File: config.mk
export PLATFORM = sky130hd
export DESIGN_NAME = hcb_ram
export DESIGN_NICKNAME = d
export VERILOG_FILES = /design/src/hdl/hcb_ram.sv
export SDC_FILE = /design/constraint.sdc
export NUM_CORES = 2
export LEC_CHECK = 0
export ABC_CLOCK_PERIOD_IN_PS = 2500
export CAP_MARGIN = 20
export CORE_UTILIZATION = 56
export DETAILED_ROUTE_END_ITERATION = 7
export DONT_BUFFER_PORTS = 1
export PLACE_DENSITY = 0.75
export SYNTH_ARGS = -nofsm -noshare
export SYNTH_HDL_FRONTEND = slang
export SYNTH_SLANG_ARGS = --single-unit
File: constraint.sdc
create_clock -name i_clk -period 2.5 [get_ports i_clk]
set_input_delay 0.125 -clock i_clk [delete_from_list [all_inputs] [get_ports i_clk]]
set_output_delay 0.125 -clock i_clk [all_outputs]
set_load 0.05 [all_outputs]
File: src/hdl/hcb_ram.sv
// ----------------------------------------------------------------------------
// hcb_ram
// Generic single-write, single-read memory with registered read data.
// ----------------------------------------------------------------------------
module hcb_ram #(
    parameter int WIDTH = 8,
    parameter int DEPTH = 256
) (
    input  logic                     i_clk,
    input  logic                     i_we,
    input  logic [$clog2(DEPTH)-1:0] i_waddr,
    input  logic [WIDTH-1:0]         i_wdata,
    input  logic [$clog2(DEPTH)-1:0] i_raddr,
    output logic [WIDTH-1:0]         o_rdata
);

    logic [WIDTH-1:0] r_mem [DEPTH];
    logic [WIDTH-1:0] r_rdata;

    always_ff @(posedge i_clk) begin
        if (i_we) begin
            r_mem[i_waddr] <= i_wdata;
        end
        r_rdata <= r_mem[i_raddr];
    end

    assign o_rdata = r_rdata;

endmodule

==> results.json <==
{
  "clkLatencyLatePin_ns": 0.84,
  "arrival_ns": 3.06,
  "coreArea_sq_mm": 0.140,
  "critPathCapture": "r_mem[155][3]$_DFFE_PP_",
  "r2r-end": "o_rdata[6]$_DFF_P_",
  "layout_commonest_cell": "edfxtp_1",
  "async_flop_share_pct": 0,
  "layout-drive-gt1-share_pct": 26.9,
  "reg2reg_depth": 6,
  "dieArea_sq_mm": 0.144,
  "die_w_um": 379,
  "grt_max_degree": 579,
  "synthesis.area_sq_mm": 0.0796,
  "syn_inst": 3733,
  "relSlewSlack_pct": 13.9,
  "ios": 34,
  "via_per_inst": 6.64,
  "cp-start-kind": "input pin",
  "synth-edff-count": 2048,
  "ys_seq_area_share_pct": 77.5,
  "rows": 137,
  "die_h_um": 379,
  "syn_nets": 3759,
  "fin_skew_ns": 0.0400,
  "path_max_fanout": 7,
  "numCtsBuffers": 196,
  "place_hpwl_um": 104000,
  "fmax_mhz": 398,
  "endpoint_kind": "flip-flop",
  "p_sw_uw": 14200,
  "cts-root-buf": "clkbuf_16",
  "synth_cell_type_count": 55,
  "whs_ns": -0.596,
  "cts_tree": "done",
  "layout_min_cycle_time_ns": 2.51,
  "rrSetupSlack_ns": 0.04,
  "required_ns": 3.05,
  "start_util_pct": 56.7,
  "cts.sinks": 2056,
  "postSynthAreaPerCell_sq_um": 21.3,
  "violations": "negative hold slack, negative setup slack",
  "routed_wl_um": 195000,
  "io_buffers": 0,
  "setup_viol": 7,
  "switching_share_pct": 20.4,
  "grt_overflow": 0,
  "comb_power_share_pct": 3.7,
  "drtPass1Iterations": 8,
  "drv_cap": 0,
  "tightest_slew_ns": 1.29,
  "fillers": 8972,
  "ys_ff_latch": 2056,
  "crit_type": "in -> reg",
  "status": "finished with violations",
  "drc": 0,
  "dominantRegCellSynth": "edfxtp_1",
  "drt_iter0_drc": 6127,
  "mostFrequentLayoutCells": "edfxtp_1, mux4_2, buf_4",
  "grt_pass1_wl_um": 279000,
  "cp-startpoint": "i_waddr[2]",
  "cts_hold_buf": 30,
  "ys_warn_count": 0,
  "clk_path_buf_depth": 3,
  "layout.nets": 4152,
  "rr_startpoint": "r_mem[83][6]$_DFFE_PP_",
  "cellPowerDensity_mw_per_mm2": 769,
  "routed-via-count": 41000,
  "synthToLayoutAreaGrowth_pct": 13.5,
  "leakagePower_uw": 0.0286,
  "path_clk_slew_ns": 0.06,
  "intPower_uw": 55200,
  "grt.total_usage_pct": 27.3,
  "clockPowerShare_pct": 41.3,
  "antenna_found_initial": 9,
  "hold_class": "in -> reg",
  "grt_pass1_vias": 40600,
  "timing.final.ws_setup_ns": -0.0116,
  "ir_drop_mv": 0.801,
  "ant_nets": 0,
  "post-route-period-util_pct": 100,
  "slew_violations": 0,
  "avgRoutedWirePerCell_um": 31.6,
  "preCtsSetupSlack_ns": -0.336,
  "p_seq_share_pct": 55.0,
  "grt_setup_unrepaired": "false",
  "cts.htree.levels": 4,
  "place_congestion": 0.854,
  "hold_violations": 2048
}
==> cell usage after synthesis (24+ instances only) <==
library cell,n,area share (%)
a22oi_1,133,1.3
nor4_1,24,0.19
nor2b_1,31,0.24
buf_4,27,0.25
nand3_1,34,0.21
edfxtp_1,2048,77
clkbuf_1,111,0.52
o221ai_1,46,0.51
buf_2,31,0.20
mux2i_1,134,1.7
mux4_2,454,13
nand2_1,33,0.16
nor2_1,282,1.3
a21oi_1,96,0.60
o22ai_1,28,0.22
==> through the flow <==
| step | utilization (%) | instances | area (sq um) | total power (uW) | setup TNS [ns] |
|---|---|---|---|---|---|
| 3_3_place_gp | 59.6 | 5763 | 83500 | 41000 | -2.37 |
| 2_1_floorplan | - | 3733 | 79600 | 40700 | 0 |
| 4_1_cts | 64.2 | 6157 | 90000 | 69300 | 0 |
| 6_report | 64.4 | 6171 | 90300 | 69400 | -0.0675 |
| 3_5_place_dp | 59.6 | 5766 | 83500 | 41000 | -1.28 |
| 5_1_grt | 64.4 | 6167 | 90300 | 71000 | 0 |
==> final cells by class <==
| cell class | count | area, sq um | share of cell area [%] |
|---|---|---|---|
| Clock inverter | 122 | 1080 | 1.19 |
| Inverter | 2 | 7.51 | 0.00831 |
| Tap cell | 1876 | 2350 | 2.60 |
| Antenna cell | 6 | 15.0 | 0.0166 |
| Clock buffer | 239 | 5120 | 5.67 |
| Multi-Input combinational cell | 1442 | 16500 | 18.3 |
| Sequential cell | 2056 | 61700 | 68.3 |
| Timing Repair Buffer | 428 | 3560 | 3.94 |
==> flip-flops by register name, indices dropped and copies added, names as in the netlist <==
signal and count:
o_rdata 8, r_mem 2048
==> what timing repair did <==
| action | CTS | global route |
|---|---|---|
| hold endpoints to repair | 2777 | 2048 |
| buffers inserted | 0 | 0 |
| cloned | 0 | 5 |
| endpoints found under the setup margin | 3 | 15 |
| resized for setup | 3 | 5 |
==> worst min path at each step <==
stage | start | endpoint | slack [ns] | depth (start not counted)
3_3_place_gp | i_wdata[4] | r_mem[211][4]$_DFFE_PP_ | 0.26 | 0
3_5_place_dp | i_wdata[2] | r_mem[226][2]$_DFFE_PP_ | 0.25 | 0
4_1_cts | i_wdata[2] | r_mem[226][2]$_DFFE_PP_ | -0.63 | 0
6_report | i_wdata[7] | r_mem[1][7]$_DFFE_PP_ | -0.60 | 0
2_1_floorplan | i_wdata[0] | r_mem[0][0]$_DFFE_PP_ | 0.22 | 0
5_1_grt | i_wdata[7] | r_mem[3][7]$_DFFE_PP_ | -0.63 | 0
==> critical path, stage by stage <==
cell	delay, ns
dlygate4sd3_1	0.70
nor2b_2	0.30
buf_4	0.19
nand3_1	0.10
dlygate4sd3_1	0.70
nor2_1	0.14
dlygate4sd3_1	0.61
buf_4	0.19
==> layer usage <==
metal / part of all wire, % / vias to the layer above / wire length [um] / GRT usage, %
met3: 12 / 381 / 22900 / 6.35
met5: 0.019 / - / 37 / 0
met4: 3.6 / 6 / 6990 / 9.63
li1: - / 16500 / - / -
met2: 48 / 2687 / 93500 / 42.9
met1: 37 / 21400 / 71800 / 37.8
==> logic make-up after synthesis <==
group           after synthesis  synth area share, %
mux                         591                 14.6
flops                      2056                 77.5
buf+inv                     235                 1.83
compound gates              385                 3.42
simple gates                466                 2.63
==> power groups by stage <==
| stage | clock network (uW) | registers [uW] | logic [uW] |
|---|---|---|---|
| after floorplan | 0 | 38800 | 1850 |
| after global placement | 0 | 38900 | 2090 |
| after detailed placement | 0 | 38900 | 2120 |
| after CTS | 28900 | 38200 | 2220 |
| after global routing | 30200 | 38200 | 2670 |
| final | 28600 | 38200 | 2580 |
(Power assumes the default switching activity.)
